--- src/rtl/tcpq_pkg.sv ---
`timescale 1ns / 1ps
package tcpq_pkg;

   // Width of a squared distance: three squared 34-bit magnitudes.
   localparam int SQ_W = 70;

   // Segments shorter than this squared length (1e-6 in real units) give t = 0.
   localparam logic [65:0] LEN_EPS = 66'd4295;

   // Segment parameter at the far end of a segment, Q1.16.
   localparam logic [16:0] T_ONE = 17'd65536;

   // Distance reported for an empty table or an overflowing square.
   localparam logic [31:0] DIST_MAX = 32'hFFFF_FFFF;

   // Item commands.
   localparam logic CMD_WRITE = 1'b0;
   localparam logic CMD_QUERY = 1'b1;

   // Configuration register indexes.
   localparam logic [1:0] CSR_SECTION_COUNT = 2'd0;
   localparam logic [1:0] CSR_SLACK         = 2'd1;

   // One tube section: origin in signed Q15.16 and radius in unsigned Q15.16.
   typedef struct packed {
      logic signed [31:0] x;
      logic signed [31:0] y;
      logic signed [31:0] z;
      logic [30:0]        r;
   } section_type;

   // Query point in signed Q15.16.
   typedef struct packed {
      logic signed [31:0] x;
      logic signed [31:0] y;
      logic signed [31:0] z;
   } point_type;

   // Outcome of evaluating one segment against the query point.
   typedef struct packed {
      logic [SQ_W-1:0] sq;
      logic [16:0]     t;
      logic [31:0]     rad;
      logic            dot_neg;
      logic            len_lt_dot;
   } seg_res_type;

endpackage

--- src/rtl/tcpq_cell.sv ---
`timescale 1ns / 1ps
module tcpq_cell #(
   parameter int INDEX = 0
) (
   input  logic                  clock,
   input  logic                  shift,
   input  tcpq_pkg::section_type from_next,
   input  logic                  wr_req,
   input  logic [5:0]            wr_slot,
   input  tcpq_pkg::section_type wr_data,
   output tcpq_pkg::section_type held
);

   tcpq_pkg::section_type held_ff;
   tcpq_pkg::section_type held_in;

   // A rotation step takes the neighbor's section; otherwise a write to this slot loads it.
   always_comb begin
      held_in = held_ff;
      if (shift) begin
         held_in = from_next;
      end else if (wr_req && (32'(wr_slot) == INDEX)) begin
         held_in = wr_data;
      end
   end

   always_ff @(posedge clock) begin
      held_ff <= held_in;
   end

   assign held = held_ff;

endmodule

--- config.mk ---
export PLATFORM = sky130hd
export DESIGN_NAME = tcpq_cell
export DESIGN_NICKNAME = d
export VERILOG_FILES = /design/src/rtl/tcpq_pkg.sv /design/src/rtl/tcpq_cell.sv
export SDC_FILE = /design/constraint.sdc
export NUM_CORES = 1
export LEC_CHECK = 0
export ABC_CLOCK_PERIOD_IN_PS = 3200
export BUFFER_PORTS_ARGS = -buffer_cell sky130_fd_sc_hd__buf_2
export CELL_PAD_IN_SITES_DETAIL_PLACEMENT = 1
export CELL_PAD_IN_SITES_GLOBAL_PLACEMENT = 1
export CORE_AREA = 5 5 148 150
export CTS_BUF_LIST = sky130_fd_sc_hd__clkbuf_4
export CTS_CLUSTER_SIZE = 8
export DETAILED_ROUTE_END_ITERATION = 10
export DIE_AREA = 0 0 153 155
export GPL_ROUTABILITY_DRIVEN = 0
export PLACE_DENSITY_LB_ADDON = 0.1
export SYNTH_ARGS = -nofsm -noshare
export SYNTH_HDL_FRONTEND = slang
export SYNTH_SLANG_ARGS = --single-unit
--- constraint.sdc ---
create_clock -name clock -period 3.2 [get_ports clock]
set_input_delay 0.16 -clock clock [delete_from_list [all_inputs] [get_ports clock]]
set_output_delay 0.16 -clock clock [all_outputs]
set_load 0.02 [all_outputs]
==> results of run 1 <==
-- stage by stage --
stage                     instance area [µm²]  hold WS (ns)  instances  utilization
after detailed placement                 7610         0.465        924        0.370
after global placement                   7610         0.462        924        0.370
after floorplan                          5440         0.380        271            -
-- cells by family after synthesis --
family,after synthesis
AOI/OAI and AO/OA,1
DFF,127
buffers and inverters,14
and+or+nand+nor,2
muxes,127
-- cells in the mapped netlist (all sizes together) --
library cell,number
mux2,127
edfxtp,127
nor4b,1
a21o,1
buf,6
clkbuf,8
nor3,1
==> results.toml, run 1 <==
[cts]
post_cts_buffers = 0
cts.path.max_buffers = 2
cts_resized = 0
hold_buffers = 192
htree_num_levels = 4
cts.sinks = 127
clock-root-buffer = "clkbuf_4"
cts_buffers = 17

[synth]
ys_seq_area_frac = 0.701
avgSynthCellArea_um2 = 20.1
synth_fa_ha_area_frac = 0
synth_cells = 271
synth_compound_area_frac = 0.00138
synth_area_leader_cell = "edfxtp_1"
synth.area.top_cells = "edfxtp_1 70%, mux2_2 26%, clkbuf_8 2.0%"
ys_warn_count = 0
ys_ff_latch = 127
yosys.area_share.xor_xnor = 0
synthSimpleGateAreaFrac = 0.00253
synth_cell_types = 7
synthDominantCellAreaShare = 0.701
synth_top_family_by_area = "multiplexers"
synth_nets = 534
muxShareOfSynthArea = 0.263
synth_area_um2 = 5440

[status]
status = "aborted with a tool error"
firstError = "[ERROR RSZ-0060] Max buffer count reached."
haltStage = "clock tree synthesis (4_1_cts)"

[placed_design]
dp_hpwl_um = 14400
port-buffer-count = 389
pre_cts_ws_ns = 1.37

[floorplan]
io_pins = 390
fp.dieW_um = 153
start_util = 0.265
rows = 53
die_h_um = 155
==> run 2: changes to the inputs <==
Settings changed: ABC_CLOCK_PERIOD_IN_PS 3200 to 4200, CELL_PAD_IN_SITES_DETAIL_PLACEMENT 1 to unset, CELL_PAD_IN_SITES_GLOBAL_PLACEMENT 1 to unset, CORE_AREA 5 5 148 150 to unset, CORE_MARGIN set to 5, CORE_UTILIZATION set to 20, CTS_BUF_LIST sky130_fd_sc_hd__clkbuf_4 to unset, CTS_CLUSTER_SIZE 8 to unset, DIE_AREA 0 0 153 155 to unset, PLACE_DENSITY_LB_ADDON 0.1 to 0.15.
Clock period 3.2 ns to 4.2 ns, I/O delays scaled along.
==> run 2 against run 1 <==
Net effect: the flow now finishes without violations; synthesized cell count did not move; synthesized area unchanged.
==> results.toml, run 2 <==
[placed_design]
place_inst = 990
port-buffer-count = 389
dp_hpwl_um = 13200

[floorplan]
fp.dieW_um = 175
dieArea_um2 = 30600
start_util = 0.203
coreArea_um2 = 26900
die_h_um = 175
rows = 60
io_pins = 390

[grt]
grt_max_degree = 73
track_usage = 0.105
antenna_found_initial = 2
grt_overflow = 0
grt_pass1_wl_um = 24700
first_global_vias = 4554

[timing]
setup_violations = 0
finalCritPeriodShare = 0.422
hold_viol_final = 0
relSlewSlack = 0.461
setup-tns-final_ns = 0
hold_slack_ns = 0.0998
drv_slew = 0
rsz0062_at_grt = "false"
post-route-min-period_ns = 1.77
tightest_slew_ns = 0.808
fmax_mhz = 564

[power_and_ir_drop]
powerDensity_nw_per_um2 = 437
peakVddDrop_mv = 0.179
leakage_nw = 3.58

[synth]
synth_nets = 534
synth.area.top_cells = "edfxtp_1 70%, mux2_2 26%, clkbuf_8 2.0%"
ys_warn_count = 0
synth_area_um2 = 5440
synthTopCellsByCount = "127 x edfxtp_1, 127 x mux2_2, 8 x clkbuf_8, 6 x buf_6"
synth_cell_types = 7
ys_ff_latch = 127
synthDominantCellAreaShare = 0.701
synth_area_leader_cell = "edfxtp_1"
ys_seq_area_frac = 0.701
avgSynthCellArea_um2 = 20.1
async_reset_ff_frac = 0
synth_cells = 271
synth_edf_count = 127
synthFlopType = "edfxtp_1"

[finish]
area_growth_pct = 52.3
final_cells = 1023
layout_common_cells = "388 x buf_2, 127 x mux2_2, 127 x edfxtp_1"
final_core_util = 0.308
layout.nets = 931
drive_above_1_share = 0.806
largest_reg_flops = 127
mostFrequentLayoutCell = "buf_2"

[setup_path]
cp_cell_sequence = "buf_2 -> nor4b_1 -> a21o_4 -> buf_12"
cp-start-kind = "input pin"
crit_arrival_ns = 1.83
worstPathMaxFanout = 72
slowest_delay_ns = 0.64
cpMaxStageDelayCell = "a21o_4"
endpoint = "held[6]"
crit_path_end_kind = "flip-flop"
crit_start = "wr_slot[2]"
critical_path_class = "in2reg"
crit_required_ns = 4.26

[cts]
cts_tree = "built"
post_cts_buffers = 0
clk_pin_slew_ns = 0.06
clock-root-buffer = "clkbuf_16"
cts.path.max_buffers = 2
cts_resized = 0
cts_buffers = 17
hold_buffers = 0
cts.sinks = 127
htree_num_levels = 4

[drt]
vias = 3894
ant_nets = 0
post_drt_wl_per_cell_um = 16.3
drtIter0Drc = 75
drt_pass1_iterations = 4
routed_wl_um = 16600
vias_per_cell = 3.81
drc = 0

[status]
status = "finished, final reports clean"

[job]
maxCapViolations = 0

[min_path]
timing.hold.worst.class = "in2reg"
==> run 2: power by group <==
group	internal [mW]	switching, mW	total [mW]
sequential	1.54	0.0297	1.57
clock	0.938	0.551	1.49
combinational	0.251	0.315	0.566
==> run 2: critical path: cells and delay by family <==
| kind | cells | cell delay [ns] |
|---|---|---|
| compound gates | 1 | 0.64 |
| buf+inv | 2 | 0.51 |
| simple gates | 1 | 0.37 |
==> run 2: logic make-up after synthesis <==
| logic type | after synthesis | synth area share |
|---|---|---|
| buffers and inverters | 14 | 0.0326 |
| AO/OA/AOI/OAI | 1 | 0.00138 |
| flip-flops | 127 | 0.701 |
| AND/OR/NAND/NOR | 2 | 0.00253 |
| multiplexers | 127 | 0.263 |
==> run 2: worst min path at each step <==
| stage | from | end | slack, ns | cells past startpoint |
|---|---|---|---|---|
| 3_5_place_dp | from_next[49] | held[49] | 0.51 | 2 |
| 6_report | wr_data[122] | held[122] | 0.1 | 2 |
| 4_1_cts | from_next[117] | held[117] | 0.07 | 2 |
| 5_1_grt | wr_data[45] | held[45] | 0.06 | 2 |
| 3_3_place_gp | wr_data[4] | held[4] | 0.51 | 2 |
| 2_1_floorplan | wr_data[0] | held[0] | 0.43 | 1 |
==> run 2: cell type report <==
cell class              instances  area, µm²
clock inverters                12        164
clock buffers                  20        437
repair buffers                392       1980
flip-flops and latches        127       3810
fillers                      2755      18600
diodes                          1       2.50
well taps                     341        427
multi-input cells             130       1460
==> run 2: per-layer routing <==
layer | global-route usage | routed length, µm | share of wire
met5 | 0 | 13 | 0.00078
met4 | 0.0340 | 180 | 0.011
met3 | 0.0469 | 1610 | 0.097
met2 | 0.205 | 9350 | 0.56
met1 | 0.0974 | 5480 | 0.33
==> run 2: through the flow <==
| stage | power, mW | setup WS [ns] | instance area [µm²] |
|---|---|---|---|
| 6_report | 3.62 | 2.43 | 8290 |
| 5_1_grt | 3.81 | 2.31 | 8290 |
| 4_1_cts | 3.71 | 2.41 | 8280 |
| 3_5_place_dp | 2.18 | 1.96 | 7680 |
| 3_3_place_gp | 2.18 | 1.99 | 7680 |
| 2_1_floorplan | 1.91 | 0.593 | 5440 |
Power figures use the tool's default switching activity.
==> run 3: changes to the inputs <==
Settings changed: ABC_CLOCK_PERIOD_IN_PS 4200 to 1630.
Clock period 4.2 ns to 1.63 ns, I/O delays scaled along.
==> run 3 against run 2 <==
Net effect: the flow now stops in clock tree synthesis (4_1_cts); synthesized cell count unchanged; synthesized area unchanged.
==> results.toml, run 3 <==
[synth]
avgSynthCellArea_um2 = 20.1
synth_area_um2 = 5440
synthFlopType = "edfxtp_1"
ys_ff_latch = 127
synthDominantCellAreaShare = 0.701
synth_nets = 534
ys_seq_area_frac = 0.701
synth_area_leader_cell = "edfxtp_1"
async_reset_ff_frac = 0
ys_warn_count = 0
synth_cell_types = 7
synth_edf_count = 127
synthTopCellsByCount = "127 x edfxtp_1, 127 x mux2_2, 8 x clkbuf_8, 6 x buf_6"
synth_cells = 271
synth.area.top_cells = "edfxtp_1 70%, mux2_2 26%, clkbuf_8 2.0%"

[floorplan]
start_util = 0.203
io_pins = 390
rows = 60
die_h_um = 175
fp.dieW_um = 175

[cts]
htree_num_levels = 4
cts.sinks = 127
post_cts_buffers = 0
cts_buffers = 17
hold_buffers = 208
cts_resized = 0
clock-root-buffer = "clkbuf_16"
cts.path.max_buffers = 2

[status]
haltStage = "clock tree synthesis (4_1_cts)"
status = "aborted with a tool error"
firstError = "[ERROR RSZ-0060] Max buffer count reached."

[placed_design]
dp_hpwl_um = 13400
port-buffer-count = 389
## run 3: cells by family after synthesis
logic type / after synthesis / share of synthesized area
muxes: 127 / 0.263
DFF: 127 / 0.701
buffers and inverters: 14 / 0.0326
and+or+nand+nor: 2 / 0.00253
AOI/OAI and AO/OA: 1 / 0.00138
## run 3: per-stage QoR
step	std cells	instance area [µm²]	util	worst slack [ns]	setup TNS (ns)
2_1_floorplan	271	5470	-	-0.0423	-5.38
3_3_place_gp	999	7830	0.291	0.237	0
3_5_place_dp	999	7830	0.291	0.210	0
