--- config.mk ---
export PLATFORM = sky130hd
export DESIGN_NAME = tcpq_isqrt
export DESIGN_NICKNAME = d
export VERILOG_FILES = /design/src/rtl/tcpq_isqrt.sv
export SDC_FILE = /design/constraint.sdc
export NUM_CORES = 1
export LEC_CHECK = 0
export ABC_AREA = 1
export BUFFER_PORTS_ARGS = -buffer_cell sky130_fd_sc_hd__buf_2
export CORE_MARGIN = 3
export CORE_UTILIZATION = 40
export DETAILED_ROUTE_END_ITERATION = 8
export GPL_TIMING_DRIVEN = 0
export HOLD_SLACK_MARGIN = 0.15
export MAX_ROUTING_LAYER = met4
export PLACE_DENSITY = 0.63
export SLEW_MARGIN = 5
export SYNTH_ARGS = -nofsm -noshare
export SYNTH_HDL_FRONTEND = slang
export SYNTH_SLANG_ARGS = --single-unit
export TNS_END_PERCENT = 1
--- constraint.sdc ---
create_clock -name clock -period 10.45 [get_ports clock]
set_clock_uncertainty 0.15 [all_clocks]
set_input_delay 0.5225 -clock clock [delete_from_list [all_inputs] [get_ports clock]]
set_output_delay 0.5225 -clock clock [all_outputs]
set_load 0.02 [all_outputs]
--- src/rtl/tcpq_isqrt.sv ---
`timescale 1ns / 1ps
module tcpq_isqrt (
   input  logic        clock,
   input  logic        reset,
   input  logic        start,
   input  logic [63:0] value,
   output logic        done,
   output logic [31:0] root
);

   logic        busy_ff;
   logic        done_ff;
   logic [4:0]  cnt_ff;
   logic [63:0] rem_ff;
   logic [63:0] res_ff;
   logic [63:0] bit_ff;
   logic [63:0] trial;

   assign trial = res_ff + bit_ff;

   // One result bit per cycle, digit-by-digit square root.
   always_ff @(posedge clock) begin
      if (reset) begin
         busy_ff <= 1'b0;
         done_ff <= 1'b0;
      end else begin
         done_ff <= 1'b0;
         if (start) begin
            rem_ff  <= value;
            res_ff  <= '0;
            bit_ff  <= 64'd1 << 62;
            cnt_ff  <= 5'd0;
            busy_ff <= 1'b1;
         end else if (busy_ff) begin
            if (rem_ff >= trial) begin
               rem_ff <= rem_ff - trial;
               res_ff <= (res_ff >> 1) + bit_ff;
            end else begin
               res_ff <= res_ff >> 1;
            end
            bit_ff <= bit_ff >> 2;
            cnt_ff <= cnt_ff + 5'd1;
            if (cnt_ff == 5'd31) begin
               busy_ff <= 1'b0;
               done_ff <= 1'b1;
            end
         end
      end
   end

   assign done = done_ff;
   assign root = res_ff[31:0];

endmodule

# Yosys cells after proc, flatten, opt, wreduce, memory -nomap -nowiden
# Index checks and enable logic that the tools add are counted.
# totals
reg_bits	167
in_bits	67
wordCells	30
# classes
add_sub_neg	4
n_lt_le_gt_ge	1
n_eq_ne	1
muxes	11
bitwise_logic	2
n_reduce_logical	5
# ops
op	n
$mux W64	5
$add A63 B63 Y64	1
$add A64 B63 Y64	1
$ge A64 B64 Y1	1
$sub A64 B64 Y64	1
$mux W63	1
$add A5 B1 Y5 const B	1
$eq A5 B5 Y1 const B	1
$mux W5	1
$mux W1	4
$reduce_bool A2 Y1	2
$reduce_and A3 Y1	1
$reduce_or A3 Y1	1
$not A1 Y1	2
$reduce_and A2 Y1	1

# Depth between registers and ports, before layout
# Gate-level depths: netlist of the first run.
# depth
depth_word	5
ltp_mapped	29
mapped_depth_nobuf	28

# Worst setup path before layout of the first run
# No wires, ideal clock.
# synth_path
kind	input to register
from	input port start
to	register rem_ff[0], enable pin
setup_time_ps	418
t_arrival_ps	8078
required_ps	9882
path_slack_ps	1804
path_stages	6
path_buffers	2
path_cell_list	clkbuf_1 -> inv_1 -> clkbuf_1 -> a21oi_1 -> o21ai_0 -> inv_1
# synth_between
elab_chain_cells	2
elab_cells_between_ends	3
classes_between	3 x reduce/logical
# synth_rtl
element	line_no	source
start, declared	5	input logic start,
$reduce_bool A2 Y1 (no line)	--	
$reduce_and A3 Y1 (no line) (*)	--	
end signal, assigned	29	rem_ff <= value;
end signal, assigned	36	rem_ff <= rem_ff - trial;
end, declared	14	logic [63:0] rem_ff;
# Mark *: on every way between the ends. The rest lies on a longest branch, timed or not.
# A chain may end at the register's enable or synchronous reset.

# Final worst setup path of the first run
# layout_path
from	register res_ff[10]
to	register rem_ff[62], enable pin
# layout_between
elab_chain_cells	4
# layout_rtl
element	line_no	source
start, declared	15	logic [63:0] res_ff;
start signal, assigned	37	res_ff <= (res_ff >> 1) + bit_ff;
start signal, assigned	39	res_ff <= res_ff >> 1;
$add A64 B63 Y64	19	assign trial = res_ff + bit_ff;
$ge A64 B64 Y1	35	if (rem_ff >= trial) begin
$reduce_bool A2 Y1 (no line)	--	
$reduce_and A3 Y1 (no line)	--	
# Every way passes these cells.

==> results of run 1 <==
## how the worst max path moves through the flow
stage / slack, ns / from / end / cells after the start
3_3_place_gp: -2.71 / start / rem_ff[57]$_DFFE_PP_ / 7
4_1_cts: 4.66 / res_ff[10]$_SDFFCE_PP0P_ / rem_ff[23]$_DFFE_PP_ / 20
2_1_floorplan: 1.80 / start / rem_ff[0]$_DFFE_PP_ / 6
3_5_place_dp: 4.69 / res_ff[10]$_SDFFCE_PP0P_ / rem_ff[59]$_DFFE_PP_ / 20
6_report: 4.60 / res_ff[10]$_SDFFCE_PP0P_ / rem_ff[62]$_DFFE_PP_ / 20
5_1_grt: 4.22 / res_ff[8]$_SDFFCE_PP0P_ / rem_ff[61]$_DFFE_PP_ / 20
## stage by stage
stage	setup TNS [ns]	hold WS, ns	instances	utilization
2_1_floorplan	0	0.271	3522	-
3_3_place_gp	-172.76	0.280	4293	0.433
3_5_place_dp	0	0.348	4298	0.436
4_1_cts	0	0.156	4371	0.457
5_1_grt	0	0.177	4371	0.457
6_report	0	0.192	4371	0.457
## worst reg2reg max path, stage by stage, from the launching register on
cell	delay [ns]
edfxtp_1	0.57
ha_1	0.45
nand2_1	0.12
o21ai_1	0.27
nand2_1	0.11
o21ai_0	0.13
nor2_1	0.12
o21ai_0	0.63
xnor2_1	0.30
ha_1	0.45
nand2_1	0.12
nor2_1	0.20
nand2_1	0.11
nor2_1	0.19
nand4_1	0.19
nand3_1	0.24
nand2_2	0.12
nand2_2	0.23
o21ai_0	0.18
inv_4	0.26
buf_16	0.30
## state kept, by name (all words and copies together) (netlist names)
name and flops:
rem_ff 64, res_ff 64, bit_ff 32, cnt_ff 5, busy_ff 1, done 1
## area by class of cell
| type | instances | share of cell area |
|---|---|---|
| Buffer | 76 | 0.0198 |
| Tap cell | 672 | 0.0364 |
| Clock buffer | 17 | 0.0184 |
| Clock inverter | 15 | 0.0107 |
| Inverter | 590 | 0.0960 |
| Timing Repair Buffer | 145 | 0.0442 |
| Multi-Input combinational cell | 2689 | 0.558 |
| Sequential cell | 167 | 0.216 |
## per-layer routing
metal,up-vias,routed length (um)
met5,-,0
met4,0,3960
met3,184,4070
met2,638,34800
met1,9886,33600
li1,11339,-
## cells in the mapped netlist (all sizes together), types with 8 or more instances
library cell and count:
nand3b 31, nor2 347, inv 589, edfxtp 165
ha 132, and2 11, nor3 40, a21oi 141
o21ai 135, o21a 8, nand4 25, xor2 43
or2 10, nor4 10, xnor2 57, clkbuf 31
o21bai 15, nand2 1456, buf 45, nand3 211
## report_power, final
| group | internal, mW | total [mW] | switching, mW |
|---|---|---|---|
| Sequential | 0.864 | 0.966 | 0.102 |
| Combinational | 0.660 | 1.97 | 1.31 |
| Clock | 0.435 | 0.762 | 0.327 |
| Total | 1.96 | 3.70 | 1.74 |
## logic make-up (layout without fill, tap and decap cells)
logic type | after synthesis | after routing | synth area share
AND/OR/NAND/NOR | 2147 | 2147 | 0.423
buffers and inverters | 666 | 843 | 0.130
AO/OA/AOI/OAI | 309 | 309 | 0.0799
flip-flops | 167 | 167 | 0.243
adder cells (fa/ha/maj) | 133 | 133 | 0.0814
XOR/XNOR | 100 | 100 | 0.0426
## repair_timing
action | 4_1_cts | 5_1_grt
endpoints found under the hold margin | 41 | 0
hold buffers | 41 | 0
endpoints found under the setup margin | 0 | 0
buffers inserted | 0 | 0
==> results.py, run 1 <==
metrics = {
    "run_status": {
        "status": "complete, no violations",
    },
    "synth": {
        "ys_seq_elements": 167,
        "ys_async_sr_fraction": 0,
        "ys_warn_count": 0,
        "ys_seq_area_frac": 0.243,
        "synth_cell_types": 44,
        "synth_flop_cell": "edfxtp_1",
        "netlist.area_leader.share": 0.265,
        "synth_edf_count": 165,
        "yosysTopAreaCell": "nand2_1",
        "synth_area_leaders": "nand2_1 (27%), edfxtp_1 (24%), inv_1 (11%), ha_1 (8.0%), nor2_1 (6.3%)",
        "netlist_instances": 3522,
        "synth_area_um2": 20500,
        "syn-num-nets": 3722,
        "avgSynthCellArea_um2": 5.83,
    },
    "timing": {
        "min_period_ns": 5.85,
        "max_freq_ghz": 0.171,
        "tightest_slew_ns": 1.27,
        "slew_viol_final": 0,
        "setup_slack_ns": 4.60,
        "finalSetupViolCount": 0,
        "fin_crit_sh": 0.559,
        "hold_viol": 0,
        "rsz0062_at_grt": "false",
        "slew_headroom": 0.152,
    },
    "global_routing": {
        "grt.overflow.total": 0,
        "grt_max_degree": 50,
        "use_met1": 0.364,
        "grt_usage": 0.292,
        "grt.met2_usage": 0.475,
        "grt_pass1_vias": 21084,
        "grt_pass1_wl_um": 116000,
        "grtUsageMet3": 0.0302,
        "antenna_found_initial": 0,
        "busiest_layer": "met2",
    },
    "finish": {
        "final_layout_size_suffix_gt1_frac": 0.0565,
        "final_common_cell": "nand2_1",
        "final_area_um2": 23100,
        "multi_input_area_um2": 12900,
        "mostFrequentLayoutCells": "nand2_1 (1451), inv_1 (583), nor2_1 (344)",
        "diodes": 0,
        "finalNetCount": 3886,
        "seqCellArea_um2": 4990,
        "syn2layout_area_growth_pct": 12.4,
        "nFillCells": 5689,
    },
    "placement": {
        "dp_hpwl_um": 64200,
        "globalplace.congestion": 1.01,
        "portBuffers": 99,
        "dpl_cell_area_um2": 22000,
        "pre_cts_ws_ns": 4.69,
    },
    "hold_path": {
        "min_to": "rem_ff[48]$_DFFE_PP_",
        "hp-class": "input pin to flop",
        "whs_path_depth": 3,
        "hold_start": "value[48]",
    },
    "detailed_routing": {
        "dr.pass1.iters": 6,
        "drtIter0Drc": 1756,
        "wl_um": 76500,
        "drc": 0,
        "avgRoutedWirePerCell_um": 17.5,
        "num_vias": 22047,
        "postRouteAntennaNets": 0,
        "vias_per_cell": 5.04,
    },
    "setup_path": {
        "cp_slowest_cell": "o21ai_0",
        "worst-setup-path-type": "flop to flop",
        "cp_num_buf_inv": 2,
        "reg2reg_from": "res_ff[10]$_SDFFCE_PP0P_",
        "worst-r2r-cell-count": 20,
        "rrSetupSlack_ns": 4.60,
        "cp_max_fo": 49,
        "worstPathArrival_ns": 5.87,
        "worstPathCellList": "ha_1 -> nand2_1 -> o21ai_1 -> nand2_1 -> o21ai_0 -> nor2_1 -> o21ai_0 -> xnor2_1 -> ha_1 -> nand2_1 -> nor2_1 -> nand2_1 -> nor2_1 -> nand4_1 -> nand3_1 -> nand2_2 -> nand2_2 -> o21ai_0 -> inv_4 -> buf_16",
        "r2r-end": "rem_ff[62]$_DFFE_PP_",
        "required_ns": 10.48,
        "critical_path.endpoint_type": "flop",
        "crit_top_cell": "nand2_1",
        "cpPeakStageDelay_ns": 0.63,
        "cp-start-kind": "flop",
        "cp_top_family": "simple AND/OR/NAND/NOR gates",
    },
    "floorplan": {
        "die_x_um": 233,
        "dieArea_um2": 54100,
        "core_area_um2": 50500,
        "io_pins": 100,
        "num_rows": 82,
        "initial_core_util": 0.407,
        "die_y_um": 233,
    },
    "clocking": {
        "numCtsBuffers": 17,
        "clk_pin_slew_worst_paths_ns": 0.07,
        "htreeDepth": 4,
        "root_buffer": "clkbuf_16",
        "clock_sinks": 167,
        "ctsResizeCount": 0,
        "clk_latency_ns": 0.50,
        "cts_tree": "done",
        "clk_path_buf_depth": 2,
    },
    "pwr": {
        "p_total_mw": 3.70,
        "irDropWorstVdd_v": 0.000142,
        "p_per_area_nw_per_um2": 160,
        "leakage_nw": 12.1,
    },
    "run": {
        "maxCapViolCount": 0,
    },
}
Note: power is estimated with default switching activity, not from simulation.
==> inputs of run 2 (changes only) <==
- clock period: 10.45 -> 5.39 ns (I/O delays scaled with it)
==> run 2 against run 1 <==
- via count rose by 0.44%
- largest cell class unchanged
- maximum frequency increased by 14%
- sequential cell count stayed put
==> results.py, run 2 (synthesis gave the netlist of run 1 again) <==
metrics = {
    "run_status": {
        "status": "complete, no violations",
    },
    "floorplan": {
        "initial_core_util": 0.407,
        "die_y_um": 233,
        "io_pins": 100,
        "dieArea_um2": 54100,
        "die_x_um": 233,
        "core_area_um2": 50500,
        "num_rows": 82,
    },
    "setup_path": {
        "critical_path.endpoint_type": "flop",
        "required_ns": 5.43,
        "r2r-end": "rem_ff[48]$_DFFE_PP_",
        "cp-start-kind": "flop",
        "reg2reg_from": "res_ff[8]$_SDFFCE_PP0P_",
        "worstPathArrival_ns": 5.15,
        "worst-setup-path-type": "flop to flop",
        "worst-r2r-cell-count": 20,
        "rrSetupSlack_ns": 0.28,
        "cp_max_fo": 24,
    },
    "hold_path": {
        "min_to": "bit_ff[62]$_SDFFCE_PP1P_",
        "hp-class": "input pin to flop",
        "hold_start": "start",
        "whs_path_depth": 2,
    },
    "clocking": {
        "clk_latency_ns": 0.50,
        "htreeDepth": 4,
        "clk_pin_slew_worst_paths_ns": 0.07,
        "numCtsBuffers": 17,
        "cts_tree": "done",
        "root_buffer": "clkbuf_16",
        "clock_sinks": 167,
        "clk_path_buf_depth": 2,
    },
    "placement": {
        "portBuffers": 99,
        "dpl_cell_area_um2": 22000,
        "globalplace.congestion": 0.984,
        "dp_hpwl_um": 64000,
        "pre_cts_ws_ns": -0.304,
    },
    "global_routing": {
        "grt_pass1_vias": 21184,
        "grt_pass1_wl_um": 115000,
        "grt.overflow.total": 0,
        "antenna_found_initial": 0,
        "grt_max_degree": 50,
        "grt_usage": 0.290,
    },
    "timing": {
        "min_period_ns": 5.11,
        "setup_slack_ns": 0.277,
        "tightest_slew_ns": 1.09,
        "slew_headroom": 0.271,
        "max_freq_ghz": 0.196,
        "fin_crit_sh": 0.949,
        "slew_viol_final": 0,
        "hold_viol": 0,
        "finalSetupTns_ns": 0,
        "finalSetupViolCount": 0,
    },
    "pwr": {
        "p_per_area_nw_per_um2": 299,
        "leakage_nw": 12.2,
        "irDropWorstVdd_v": 0.000228,
        "p_total_mw": 6.98,
    },
    "detailed_routing": {
        "wl_um": 76400,
        "postRouteAntennaNets": 0,
        "num_vias": 22143,
        "avgRoutedWirePerCell_um": 17.3,
        "dr.pass1.iters": 5,
        "drtIter0Drc": 1688,
        "drc": 0,
        "vias_per_cell": 5.02,
    },
    "finish": {
        "mostFrequentLayoutCells": "nand2_1 (1451), inv_1 (583), nor2_1 (343)",
        "final_area_um2": 23400,
        "syn2layout_area_growth_pct": 13.8,
        "reg_top3": "rem_ff: 64 flops, res_ff: 64 flops, bit_ff: 32 flops",
        "finalNetCount": 3921,
        "final_common_cell": "nand2_1",
        "final_layout_size_suffix_gt1_frac": 0.0603,
    },
    "run": {
        "maxCapViolCount": 0,
    },
}
run 2: cell count changes in the layout (fill, tap and decap cells not counted), moves of 2 or more:
cell,before,now
buf_4,32,41
bufinv_16,5,0
clkinv_4,0,3
clkinv_8,0,2
clkinvlp_4,0,3
dlygate4sd3_1,41,66
inv_6,6,1
inv_8,4,6
o21ai_0,131,124
o21ai_1,4,8
o21ai_2,0,3
run 2: worst max-delay path, stage by stage, from the launching register on:
cell and delay [ns]:
edfxtp_1 0.49, ha_1 0.40, nand2_1 0.12, o21ai_0 0.33, a21oi_1 0.18, o21ai_0 0.19, nand2_1 0.11, nand2_1 0.24
xnor2_1 0.18, ha_1 0.39, nand2_1 0.11, nor2_1 0.21, nand2_1 0.11, nor2_1 0.22, nand4_1 0.22, nand3_2 0.18
nand2_2 0.11, nand2_4 0.17, o21ai_0 0.10, bufinv_8 0.32, clkbuf_16 0.27
run 2: metrics by stage:
step	std cells	utilization	hold slack (ns)
floorplan	3522	-	0.197
global placement	4293	0.434	0.311
detailed placement	4298	0.436	0.318
global route	4406	0.463	0.386
CTS	4396	0.461	0.350
finish	4407	0.463	0.365
run 2: timing repair:
item                                    CTS  global route
hold buffers                             66             0
cloned                                    0             1
pin swaps                                 1             1
setup buffers                             0             9
endpoints found under the setup margin   56           125
endpoints found under the hold margin    87             0
resized for setup                         6             9
run 2: final cells by class:
cell class | instances | area [um^2]
Fill cell | 5629 | 27100
Multi-Input combinational cell | 2689 | 12900
Sequential cell | 167 | 4990
Inverter | 590 | 2230
Timing Repair Buffer | 180 | 1360
Tap cell | 672 | 841
Buffer | 76 | 458
Clock buffer | 17 | 425
Clock inverter | 15 | 158
Antenna cell | 1 | 2.50
run 2: how the worst max path moves through the flow:
stage	slack [ns]	startpoint	end	depth (start not counted)
6_report	0.28	res_ff[8]$_SDFFCE_PP0P_	rem_ff[48]$_DFFE_PP_	20
4_1_cts	0.001	res_ff[4]$_SDFFCE_PP0P_	rem_ff[49]$_DFFE_PP_	22
2_1_floorplan	0.31	res_ff[4]$_SDFFCE_PP0P_	rem_ff[0]$_DFFE_PP_	23
5_1_grt	-0.02	res_ff[10]$_SDFFCE_PP0P_	res_ff[55]$_SDFFCE_PP0P_	24
3_3_place_gp	-2.00	start	rem_ff[57]$_DFFE_PP_	7
3_5_place_dp	-0.30	res_ff[10]$_SDFFCE_PP0P_	rem_ff[59]$_DFFE_PP_	20
run 2: metal layers:
metal  up-vias  share of wire  track usage
li1      11400              -            -
met4         0          0.047        0.135
met3       172          0.060       0.0305
met5         -              0            -
met1      9848           0.44        0.367
met2       723           0.46        0.468
run 2: power by group:
part           total (mW)  switching (mW)  internal [mW]  leakage, nW
logic                3.85            2.54           1.31         10.3
registers            1.86           0.189           1.67         1.61
clock network        1.27           0.653          0.617        0.277
