$ cat src/rtl/tcpq_pkg.sv
`timescale 1ns / 1ps
package tcpq_pkg;

   // Width of a squared distance: three squared 34-bit magnitudes.
   localparam int SQ_W = 70;

   // Segments shorter than this squared length (1e-6 in real units) give t = 0.
   localparam logic [65:0] LEN_EPS = 66'd4295;

   // Segment parameter at the far end of a segment, Q1.16.
   localparam logic [16:0] T_ONE = 17'd65536;

   // Distance reported for an empty table or an overflowing square.
   localparam logic [31:0] DIST_MAX = 32'hFFFF_FFFF;

   // Item commands.
   localparam logic CMD_WRITE = 1'b0;
   localparam logic CMD_QUERY = 1'b1;

   // Configuration register indexes.
   localparam logic [1:0] CSR_SECTION_COUNT = 2'd0;
   localparam logic [1:0] CSR_SLACK         = 2'd1;

   // One tube section: origin in signed Q15.16 and radius in unsigned Q15.16.
   typedef struct packed {
      logic signed [31:0] x;
      logic signed [31:0] y;
      logic signed [31:0] z;
      logic [30:0]        r;
   } section_type;

   // Query point in signed Q15.16.
   typedef struct packed {
      logic signed [31:0] x;
      logic signed [31:0] y;
      logic signed [31:0] z;
   } point_type;

   // Outcome of evaluating one segment against the query point.
   typedef struct packed {
      logic [SQ_W-1:0] sq;
      logic [16:0]     t;
      logic [31:0]     rad;
      logic            dot_neg;
      logic            len_lt_dot;
   } seg_res_type;

endpackage

$ cat src/rtl/tcpq_seg_eval.sv
`timescale 1ns / 1ps
module tcpq_seg_eval (
   input  logic                  clock,
   input  logic                  reset,
   input  logic                  start,
   input  tcpq_pkg::section_type sec_a,
   input  tcpq_pkg::section_type sec_b,
   input  tcpq_pkg::point_type   point,
   output logic                  done,
   output tcpq_pkg::seg_res_type result
);

   localparam logic [2:0] E_IDLE = 3'd0;
   localparam logic [2:0] E_LEN  = 3'd1;
   localparam logic [2:0] E_DOT  = 3'd2;
   localparam logic [2:0] E_DIV  = 3'd3;
   localparam logic [2:0] E_DIVI = 3'd4;
   localparam logic [2:0] E_OFS  = 3'd5;
   localparam logic [2:0] E_SQ   = 3'd6;
   localparam logic [2:0] E_RAD  = 3'd7;

   logic [2:0]  state_ff;
   logic        ph_ff;
   logic        done_ff;
   logic [2:0]  j_ff;
   logic [1:0]  k_ff;
   logic        h_ff;
   logic [3:0]  cnt_ff;

   logic signed [32:0] ab_ff [3];
   logic signed [32:0] pa_ff [3];
   logic signed [31:0] dr_ff;
   logic [30:0]        r0_ff;
   logic [65:0]        len_ff;
   logic signed [66:0] dot_ff;
   logic [66:0]        rem_ff;
   logic [16:0]        t_ff;
   logic [34:0]        e_mag_ff;
   logic [tcpq_pkg::SQ_W-1:0] sq_ff;
   logic [31:0]        rad_ff;
   logic [52:0]        prod_ff;
   logic               prod_neg_ff;
   logic               prod_hi_ff;

   logic [1:0]         sel_k;
   logic               sel_h;
   logic signed [32:0] ab_k;
   logic signed [32:0] pa_k;
   logic [32:0]        ab_mag;
   logic [32:0]        pa_mag;
   logic [31:0]        dr_mag;
   logic [34:0]        b_full;
   logic [34:0]        mul_a;
   logic [17:0]        mul_b;
   logic               mul_neg;
   logic               mul_hi;
   logic [71:0]        term;
   logic signed [71:0] term_s;
   logic signed [71:0] rnd_sum;
   logic signed [39:0] rnd_val;
   logic signed [39:0] e_val;
   logic signed [39:0] r0_ext;
   logic [66:0]        rem2;
   logic               rem_ge;
   logic               big;
   logic               dot_pos;

   // Axis and sub-product select for the multiply sequence.
   always_comb begin
      if (state_ff == E_LEN || state_ff == E_DOT) begin
         sel_k = j_ff[2:1];
         sel_h = j_ff[0];
      end else begin
         sel_k = k_ff;
         sel_h = h_ff;
      end
      case (sel_k)
         2'd0: begin
            ab_k = ab_ff[0];
            pa_k = pa_ff[0];
         end
         2'd1: begin
            ab_k = ab_ff[1];
            pa_k = pa_ff[1];
         end
         default: begin
            ab_k = ab_ff[2];
            pa_k = pa_ff[2];
         end
      endcase
      ab_mag = ab_k[32] ? 33'(-ab_k) : 33'(ab_k);
      pa_mag = pa_k[32] ? 33'(-pa_k) : 33'(pa_k);
      dr_mag = dr_ff[31] ? 32'(-dr_ff) : 32'(dr_ff);
   end

   // Operands of the shared 35 x 18 multiplier; wide squares take two halves.
   always_comb begin
      mul_a   = '0;
      b_full  = '0;
      mul_b   = '0;
      mul_neg = 1'b0;
      mul_hi  = 1'b0;
      case (state_ff)
         E_LEN: begin
            mul_a  = 35'(ab_mag);
            b_full = 35'(ab_mag);
            mul_hi = sel_h;
         end
         E_DOT: begin
            mul_a   = 35'(pa_mag);
            b_full  = 35'(ab_mag);
            mul_neg = ab_k[32] ^ pa_k[32];
            mul_hi  = sel_h;
         end
         E_SQ: begin
            mul_a  = e_mag_ff;
            b_full = e_mag_ff;
            mul_hi = sel_h;
         end
         E_OFS: begin
            mul_a   = 35'(ab_mag);
            b_full  = 35'(t_ff);
            mul_neg = ab_k[32];
         end
         E_RAD: begin
            mul_a   = 35'(dr_mag);
            b_full  = 35'(t_ff);
            mul_neg = dr_ff[31];
         end
         default: begin
         end
      endcase
      mul_b = mul_hi ? {1'b0, b_full[34:18]} : b_full[17:0];
   end

   // Registered product turned into a signed, shifted term.
   always_comb begin
      term    = prod_hi_ff ? {1'b0, prod_ff, 18'd0} : {19'd0, prod_ff};
      term_s  = prod_neg_ff ? -$signed(term) : $signed(term);
      rnd_sum = term_s + 72'sd32768;
      rnd_val = 40'(rnd_sum >>> 16);
      e_val   = 40'(pa_k) - rnd_val;
      r0_ext  = $signed({9'd0, r0_ff});
   end

   // Restoring division step and the clamp decisions.
   always_comb begin
      rem2    = {rem_ff[65:0], 1'b0};
      rem_ge  = rem2 >= {1'b0, len_ff};
      big     = len_ff >= tcpq_pkg::LEN_EPS;
      dot_pos = !dot_ff[66] && (dot_ff != '0);
   end

   // Sequencer: lengths, dot product, division, offsets, squares, radius.
   always_ff @(posedge clock) begin
      if (reset) begin
         state_ff <= E_IDLE;
         ph_ff    <= 1'b0;
         done_ff  <= 1'b0;
      end else begin
         done_ff <= 1'b0;
         if (state_ff != E_IDLE && state_ff != E_DIV && state_ff != E_DIVI) begin
            ph_ff <= !ph_ff;
            if (!ph_ff) begin
               prod_ff     <= mul_a * mul_b;
               prod_neg_ff <= mul_neg;
               prod_hi_ff  <= mul_hi;
            end
         end
         unique case (state_ff)
            E_IDLE: begin
               if (start) begin
                  ab_ff[0] <= 33'(sec_b.x) - 33'(sec_a.x);
                  ab_ff[1] <= 33'(sec_b.y) - 33'(sec_a.y);
                  ab_ff[2] <= 33'(sec_b.z) - 33'(sec_a.z);
                  pa_ff[0] <= 33'(point.x) - 33'(sec_a.x);
                  pa_ff[1] <= 33'(point.y) - 33'(sec_a.y);
                  pa_ff[2] <= 33'(point.z) - 33'(sec_a.z);
                  dr_ff    <= $signed({1'b0, sec_b.r}) - $signed({1'b0, sec_a.r});
                  r0_ff    <= sec_a.r;
                  len_ff   <= '0;
                  dot_ff   <= '0;
                  sq_ff    <= '0;
                  j_ff     <= 3'd0;
                  ph_ff    <= 1'b0;
                  state_ff <= E_LEN;
               end
            end
            E_LEN: begin
               if (ph_ff) begin
                  len_ff <= len_ff + term[65:0];
                  if (j_ff == 3'd5) begin
                     j_ff     <= 3'd0;
                     state_ff <= E_DOT;
                  end else begin
                     j_ff <= j_ff + 3'd1;
                  end
               end
            end
            E_DOT: begin
               if (ph_ff) begin
                  dot_ff <= dot_ff + term_s[66:0];
                  if (j_ff == 3'd5) begin
                     j_ff     <= 3'd0;
                     state_ff <= E_DIV;
                  end else begin
                     j_ff <= j_ff + 3'd1;
                  end
               end
            end
            E_DIV: begin
               k_ff  <= 2'd0;
               ph_ff <= 1'b0;
               if (!big || !dot_pos) begin
                  t_ff     <= '0;
                  state_ff <= E_OFS;
               end else if ($unsigned(dot_ff) >= {1'b0, len_ff}) begin
                  t_ff     <= tcpq_pkg::T_ONE;
                  state_ff <= E_OFS;
               end else begin
                  rem_ff   <= $unsigned(dot_ff);
                  t_ff     <= '0;
                  cnt_ff   <= 4'd0;
                  state_ff <= E_DIVI;
               end
            end
            E_DIVI: begin
               rem_ff <= rem_ge ? rem2 - {1'b0, len_ff} : rem2;
               t_ff   <= {t_ff[15:0], rem_ge};
               cnt_ff <= cnt_ff + 4'd1;
               if (cnt_ff == 4'd15) begin
                  state_ff <= E_OFS;
               end
            end
            E_OFS: begin
               if (ph_ff) begin
                  e_mag_ff <= e_val[39] ? 35'(-e_val) : 35'(e_val);
                  h_ff     <= 1'b0;
                  state_ff <= E_SQ;
               end
            end
            E_SQ: begin
               if (ph_ff) begin
                  sq_ff <= sq_ff + term[tcpq_pkg::SQ_W-1:0];
                  if (h_ff) begin
                     h_ff <= 1'b0;
                     if (k_ff == 2'd2) begin
                        state_ff <= E_RAD;
                     end else begin
                        k_ff     <= k_ff + 2'd1;
                        state_ff <= E_OFS;
                     end
                  end else begin
                     h_ff <= 1'b1;
                  end
               end
            end
            E_RAD: begin
               if (ph_ff) begin
                  rad_ff   <= 32'(r0_ext + rnd_val);
                  done_ff  <= 1'b1;
                  state_ff <= E_IDLE;
               end
            end
            default: begin
               state_ff <= E_IDLE;
            end
         endcase
      end
   end

   assign done              = done_ff;
   assign result.sq         = sq_ff;
   assign result.t          = t_ff;
   assign result.rad        = rad_ff;
   assign result.dot_neg    = dot_ff[66];
   assign result.len_lt_dot = {1'b0, len_ff} < $unsigned(dot_ff);

endmodule

$ cat config.mk
export PLATFORM = sky130hd
export DESIGN_NAME = tcpq_seg_eval
export DESIGN_NICKNAME = d
export VERILOG_FILES = /design/src/rtl/tcpq_pkg.sv /design/src/rtl/tcpq_seg_eval.sv
export SDC_FILE = /design/constraint.sdc
export NUM_CORES = 2
export LEC_CHECK = 0
export ABC_CLOCK_PERIOD_IN_PS = 41700
export BUFFER_PORTS_ARGS = -buffer_cell sky130_fd_sc_hd__buf_2
export CORE_ASPECT_RATIO = 1.5
export CORE_MARGIN = 1.5
export CORE_UTILIZATION = 25
export DETAILED_ROUTE_END_ITERATION = 8
export SYNTH_ARGS = -nofsm -noshare
export SYNTH_HDL_FRONTEND = slang
export SYNTH_SLANG_ARGS = --single-unit
$ cat constraint.sdc
create_clock -name clock -period 41.7 [get_ports clock]
set_input_delay 2.085 -clock clock [delete_from_list [all_inputs] [get_ports clock]]
set_output_delay 2.085 -clock clock [all_outputs]
set_load 0.05 [all_outputs]
* Word level (Yosys, flattened, before mapping)
Memory sizes are Yosys's and may differ from the RTL's.
Index checks and enable logic that the tools add are counted.
** Operators by class
- $add $sub $neg :: 22
- Magnitude comparators :: 4
- Multiply operators :: 1
- Divide/modulo/power cells :: 0
- Multiplexer cells :: 68
- Reduce and logical (&&, ||, !) cells :: 38
- Shift operators :: 0
- Bitwise operators :: 4
- Equality and inequality tests :: 27
** Operators by type and width (count)
- 2-to-1 mux 66 bit :: 5
- case mux 66 bit (2 select lines) :: 2
- 2-to-1 mux 70 bit :: 3
- 2-to-1 mux 67 bit :: 3
- subtractor 32 x 32 -> 33 bit :: 6
- case mux 35 bit (4 select lines) :: 1
- case mux 70 bit (2 select lines) :: 1
- >= comparator 67 x 66 -> 1 bit :: 2
- case mux 67 bit (2 select lines) :: 1
- case mux 33 bit (2 select lines) :: 2
- case mux 35 bit (3 select lines) :: 1
- adder 70 bit :: 1
- adder 67 bit :: 1
- < comparator 66 x 67 -> 1 bit :: 1
- negator 67 bit :: 1
- nonzero test 67 bit :: 1
- adder 66 bit :: 1
- >= comparator 66 x 13 -> 1 bit, second input constant :: 1
- 2-to-1 mux 33 bit :: 2
- negator 33 bit :: 2
- subtractor 66 bit :: 1
- adder 56 x 17 -> 56 bit, second input constant :: 1
- multiplier 35 x 18 -> 53 bit :: 1
- subtractor 33 x 40 -> 40 bit :: 1
- other kinds (48) :: 122
** Storage, ports and cells
- Memory bits (writable) :: 198
- Memories :: 2
- Bits in read-only memories :: 0
- Latch bits :: 0
- Register bits :: 486
** Memory list
- ab_ff :: words 3, width 33, rd ports 3, clocked after Yosys merged registers in 0, write ports 3, RTL line tcpq_seg_eval.sv:30 : logic signed [32:0] ab_ff [3];
- pa_ff :: words 3, width 33, rd ports 3, clocked after Yosys merged registers in 0, write ports 3, RTL line tcpq_seg_eval.sv:31 : logic signed [32:0] pa_ff [3];

* Longest topological paths before layout
- Depth in word-level cells :: 10
- Gate-level depth with buffers :: 43
- Mapped depth without buffers :: 38

* Worst setup path after synthesis
OpenSTA, ideal clock, no wires.
- Kind :: input -> register
- Start point :: input port reset
- End point :: memory ab_ff[0][0], enable pin
- Path buffers :: 1
- Arrival :: 20.924 ns
- Slack :: 19.535 ns
- Cell stages on the path :: 2
- Data required time :: 40.459 ns
- Cell sequence :: clkbuf_1 > nor4_1
** RTL lines
- start, declared :: RTL line tcpq_seg_eval.sv:4 : input logic reset,
- end, declared :: RTL line tcpq_seg_eval.sv:30

* Worst setup path in the final report
- Start point :: register state_ff[2]
- End point :: register prod_ff[51] (data pin)
** Between the ends
- Cells in the longest elaborated chain, start to end :: 10
** Ends and longest elaborated chain
- start, declared :: RTL line tcpq_seg_eval.sv:22 : logic [2:0] state_ff;
- start signal, assigned :: RTL line tcpq_seg_eval.sv:157 : state_ff <= E_IDLE;
- start signal, assigned :: RTL line tcpq_seg_eval.sv:186 : state_ff <= E_LEN;
- start signal, assigned :: RTL line tcpq_seg_eval.sv:194 : state_ff <= E_DOT;
- == test 3 x 1 -> 1 bit or == test 3 x 2 -> 1 bit (tied branches) :: RTL line tcpq_seg_eval.sv:70, tcpq_seg_eval.sv:103
- logical OR 1 bit :: RTL line tcpq_seg_eval.sv:70 : if (state_ff == E_LEN || state_ff == E_DOT) begin
- 2-to-1 mux 2 bit :: RTL line tcpq_seg_eval.sv:70
- == test 2 x 1 -> 1 bit or logical NOT 2 bit (tied branches) :: RTL line tcpq_seg_eval.sv:77 : case (sel_k)
- case mux 33 bit (2 select lines) :: RTL line tcpq_seg_eval.sv:77
- negator 33 bit :: RTL line tcpq_seg_eval.sv:91 : ab_mag = ab_k[32] ? 33'(-ab_k) : 33'(ab_k);
- 2-to-1 mux 33 bit :: RTL line tcpq_seg_eval.sv:91
- case mux 35 bit (3 select lines) :: RTL line tcpq_seg_eval.sv:103 : case (state_ff)
- 2-to-1 mux 18 bit :: RTL line tcpq_seg_eval.sv:133 : mul_b = mul_hi ? {1'b0, b_full[34:18]} : b_full[17:0];
- multiplier 35 x 18 -> 53 bit (*) :: RTL line tcpq_seg_eval.sv:165 : prod_ff <= mul_a * mul_b;
- end signal, assigned :: RTL line tcpq_seg_eval.sv:165
- end, declared :: RTL line tcpq_seg_eval.sv:41 : logic [52:0] prod_ff;
Mark *: on every way between the ends. The rest lies on a longest branch, timed or not.
A chain may end at the register's enable or synchronous reset.

==> flow_summary.yaml <==
floorplan:
  design.die.area_mm2: 0.335
  rows: 258
  ios: 475
  core_mm2: 0.329
  initial_core_util: 0.252
  die_h_um: 708
  fp.dieW_um: 473
detailed_routing:
  dr.pass1.iters: 6
  viasPerCell: 5.11
  vias: 72700
  routed_wl_mm: 334
  wl_per_cell_um: 23.5
  drcViolationCount: 0
  postRouteAntennaNets: 0
  drt_iter0_markers: 5583
setup_path:
  critPathCaptureType: "flip-flop"
  rrSetupSlack_ps: 28070
  cp-start-kind: "flip-flop"
  critPathMaxFanout: 57
  worst-setup-path-type: "flip-flop to flip-flop"
  cpMaxStageDelayCell: "a31oi_4"
  worstReg2RegEnd: "prod_ff[51]"
  reg2reg_from: "state_ff[2]"
  slowest_delay_ps: 950
  ff2ff_path_depth: 36
  crit_top_cell: "fa_1"
  worst_ep_arrival_time_ps: 14120
  cp.required_ps: 42190
timing:
  fin_skew_ps: 81.4
  whs_ps: 567
  period_needed_ps: 13630
  period_share: 0.327
  max_slew_margin: 0.0236
  finalSetupTns_ps: 0
  finalSetupViolCount: 0
  rsz0062_at_grt: "false"
  fin_ws_ps: 28070
  max_freq_ghz: 0.0734
  report.final.slew_viol_count: 0
  final-hold-violation-count: 0
  worstMarginPinSlew_ps: 1450
clock_tree:
  cts-root-buf: "clkbuf_16"
  post_cts_buffers: 0
  post_cts_resized: 0
  cts_buffers: 77
  cts_tree: "built"
  h-tree-depth: 3
  cts.sinks: 684
  cts_hold_buf: 0
  cts_buffer_depth: 3
  clkLatencyLatePin_ps: 780
  clk_pin_slew_ps: 60
worst_hold_path:
  holdPathStages: 1
  hold_class: "flip-flop to flip-flop"
  hp-start: "r0_ff[0]"
  min_to: "rad_ff[0]"
finish:
  drive_gt1_frac: 0.0919
  synthToLayoutAreaGrowth_pct: 12.4
  nNetsFinal: 11500
  fill_cells: 35300
global_route:
  grt_pass1_wl_mm: 480
  grt_usage: 0.194
  grt_pass1_vias: 72800
  grt_max_degree: 86
  grt_overflow: 0
  antenna_found_initial: 25
synthesis:
  yosysSeqAreaShare: 0.247
  synth_area_mm2: 0.0828
  syn_nets: 11200
  synth-async-reset-ratio: 0
  synth-edff-count: 679
  ys_ff_latch: 684
  synthCells: 9525
  yosysWarnings: 0
  syn_avg_cell_area_um2: 8.70
  synthFlopType: "edfxtp_1"
  synth_cell_type_count: 117
power:
  p_sw_frac: 0.421
  combPwrFrac: 0.457
  leakage_nw: 41.1
  clockPowerShare: 0.248
  cellPowerDensity_mw_per_mm2: 31.9
  p_int_mw: 1.72
  ir_drop_mv: 0.0327
  pwr-share-seq: 0.294
  power_switching_mw: 1.25
place:
  io_buffers: 474
  routabilityCongestion: 1.04
  hpwl_mm: 277
  pre_cts_slack_ps: 28370
flow_run:
  drv_cap: 0
status:
  status: "complete, no violations"
==> worst max-delay path by stage <==
stage | slack, ps | from | cells past startpoint | endpoint
finish | 28070 | state_ff[2] | 36 | prod_ff[51]
global route | 27390 | state_ff[2] | 36 | prod_ff[51]
CTS | 28290 | state_ff[2] | 36 | prod_ff[51]
detailed placement | 28370 | state_ff[2] | 36 | prod_ff[51]
global placement | 28520 | state_ff[2] | 36 | prod_ff[51]
floorplan | 19530 | reset | 2 | ab_ff[0][0]
==> Yosys cell counts, drive strengths merged (29+ instances only) <==
library cell	number	area (µm²)
clkbuf	230	863
o31ai	63	483
a21o	314	2360
nor3	148	761
and2	97	608
and3	95	599
o21a	102	766
or3	61	387
o211ai	38	285
nor2b	118	738
inv	1114	4180
a211oi	67	516
nand2	833	3130
nor3b	29	238
mux2i	95	951
fa	541	10800
ha	762	9530
nor4	77	513
nor2	962	3610
o21ai	533	2680
buf	105	557
or2	31	194
nand2b	89	557
xor2	254	2240
a21oi	646	3240
edfxtp	679	20400
nand3	202	1020
o21bai	90	676
a31oi	126	795
xnor2	461	4090
nand4	97	613
==> cells by family after synthesis <==
group,synth area share
AO/OA/AOI/OAI,0.183
XOR/XNOR,0.0764
adder cells (fa/ha/maj),0.246
buffers and inverters,0.0677
flip-flops,0.247
multiplexers,0.0145
AND/OR/NAND/NOR,0.166
==> flip-flops by register name, indices dropped and copies added, names as in the netlist <==
name	count
cnt_ff	4
ph_ff	1
len_ff	66
prod_hi_ff	1
state_ff	3
prod_neg_ff	1
k_ff	2
sq_ff	70
dot_ff	67
r0_ff	31
ab_ff	99
t_ff	17
done	1
pa_ff	99
prod_ff	53
e_mag_ff	35
dr_ff	32
j_ff	3
rem_ff	66
rad_ff	32
h_ff	1
==> power groups by stage <==
| stage | combinational, mW | clock [mW] | sequential (mW) |
|---|---|---|---|
| 6_report | 1.36 | 0.736 | 0.874 |
| 5_1_grt | 1.48 | 0.768 | 0.874 |
| 4_1_cts | 1.34 | 0.746 | 0.871 |
| 3_5_place_dp | 1.33 | 0 | 0.886 |
| 3_3_place_gp | 1.33 | 0 | 0.886 |
| 2_1_floorplan | 0.921 | 0 | 0.876 |
==> cell usage in the layout (no fill, tap or decap), types with 22 or more instances in the layout <==
cell and instances:
nor3b_1 24, or2_2 25, o21bai_1 90, o31ai_1 60, o21ai_0 508, clkbuf_16 77, a211o_1 25, ha_1 762
inv_1 1113, nor3_1 139, nand4_1 96, or3_1 60, nor2_1 959, buf_4 109, xnor2_1 456, and2_1 93
a21boi_0 25, a21o_1 314, o211ai_1 38, a21oi_1 636, a221oi_1 22, nand3_1 200, edfxtp_1 679, nand2_1 828
mux2i_1 95, o21a_1 101, buf_2 474, a211oi_1 66, xor2_1 252, fa_1 541, nor4_1 67, nand2b_1 89
mux2_2 22, nor2b_1 117, a31oi_1 124, o41ai_1 23, and3_1 94
==> layout make-up <==
type                            count  area, µm²  area share
Antenna cell                       21       52.6    0.000565
Clock buffer                       88       1970      0.0211
Clock inverter                     56        723     0.00777
Inverter                         1115       4190      0.0450
Multi-Input combinational cell   7391      57100       0.613
Sequential cell                   684      20500       0.220
Tap cell                         4290       5370      0.0577
Timing Repair Buffer              584       3200      0.0344
==> critical path: cells and delay by family (launching register included) <==
kind | cells | cell delay, ps
xor gates and xnor gates | 2 | 460
DFF | 1 | 700
and+or+nand+nor | 8 | 3030
buffers and inverters | 6 | 1230
adders and majority gates | 7 | 3460
AOI/OAI and AO/OA | 13 | 4390
==> through the flow <==
step	cell area [µm²]	instances	power, mW	util
after CTS	93000	14200	2.96	0.282
after global placement	90300	14100	2.21	0.274
after floorplan	82800	9525	1.80	-
after global routing	93000	14200	3.12	0.283
final	93100	14200	2.97	0.283
after detailed placement	90300	14100	2.22	0.274
==> metal layers <==
metal / up-vias / track usage / wire length (µm)
met5: - / 0 / 112
met4: 16 / 0.161 / 32700
met3: 868 / 0.0317 / 19400
met2: 2645 / 0.342 / 163000
met1: 35200 / 0.201 / 118000
li1: 33900 / - / -
Note: power is estimated with default switching activity, not from simulation.
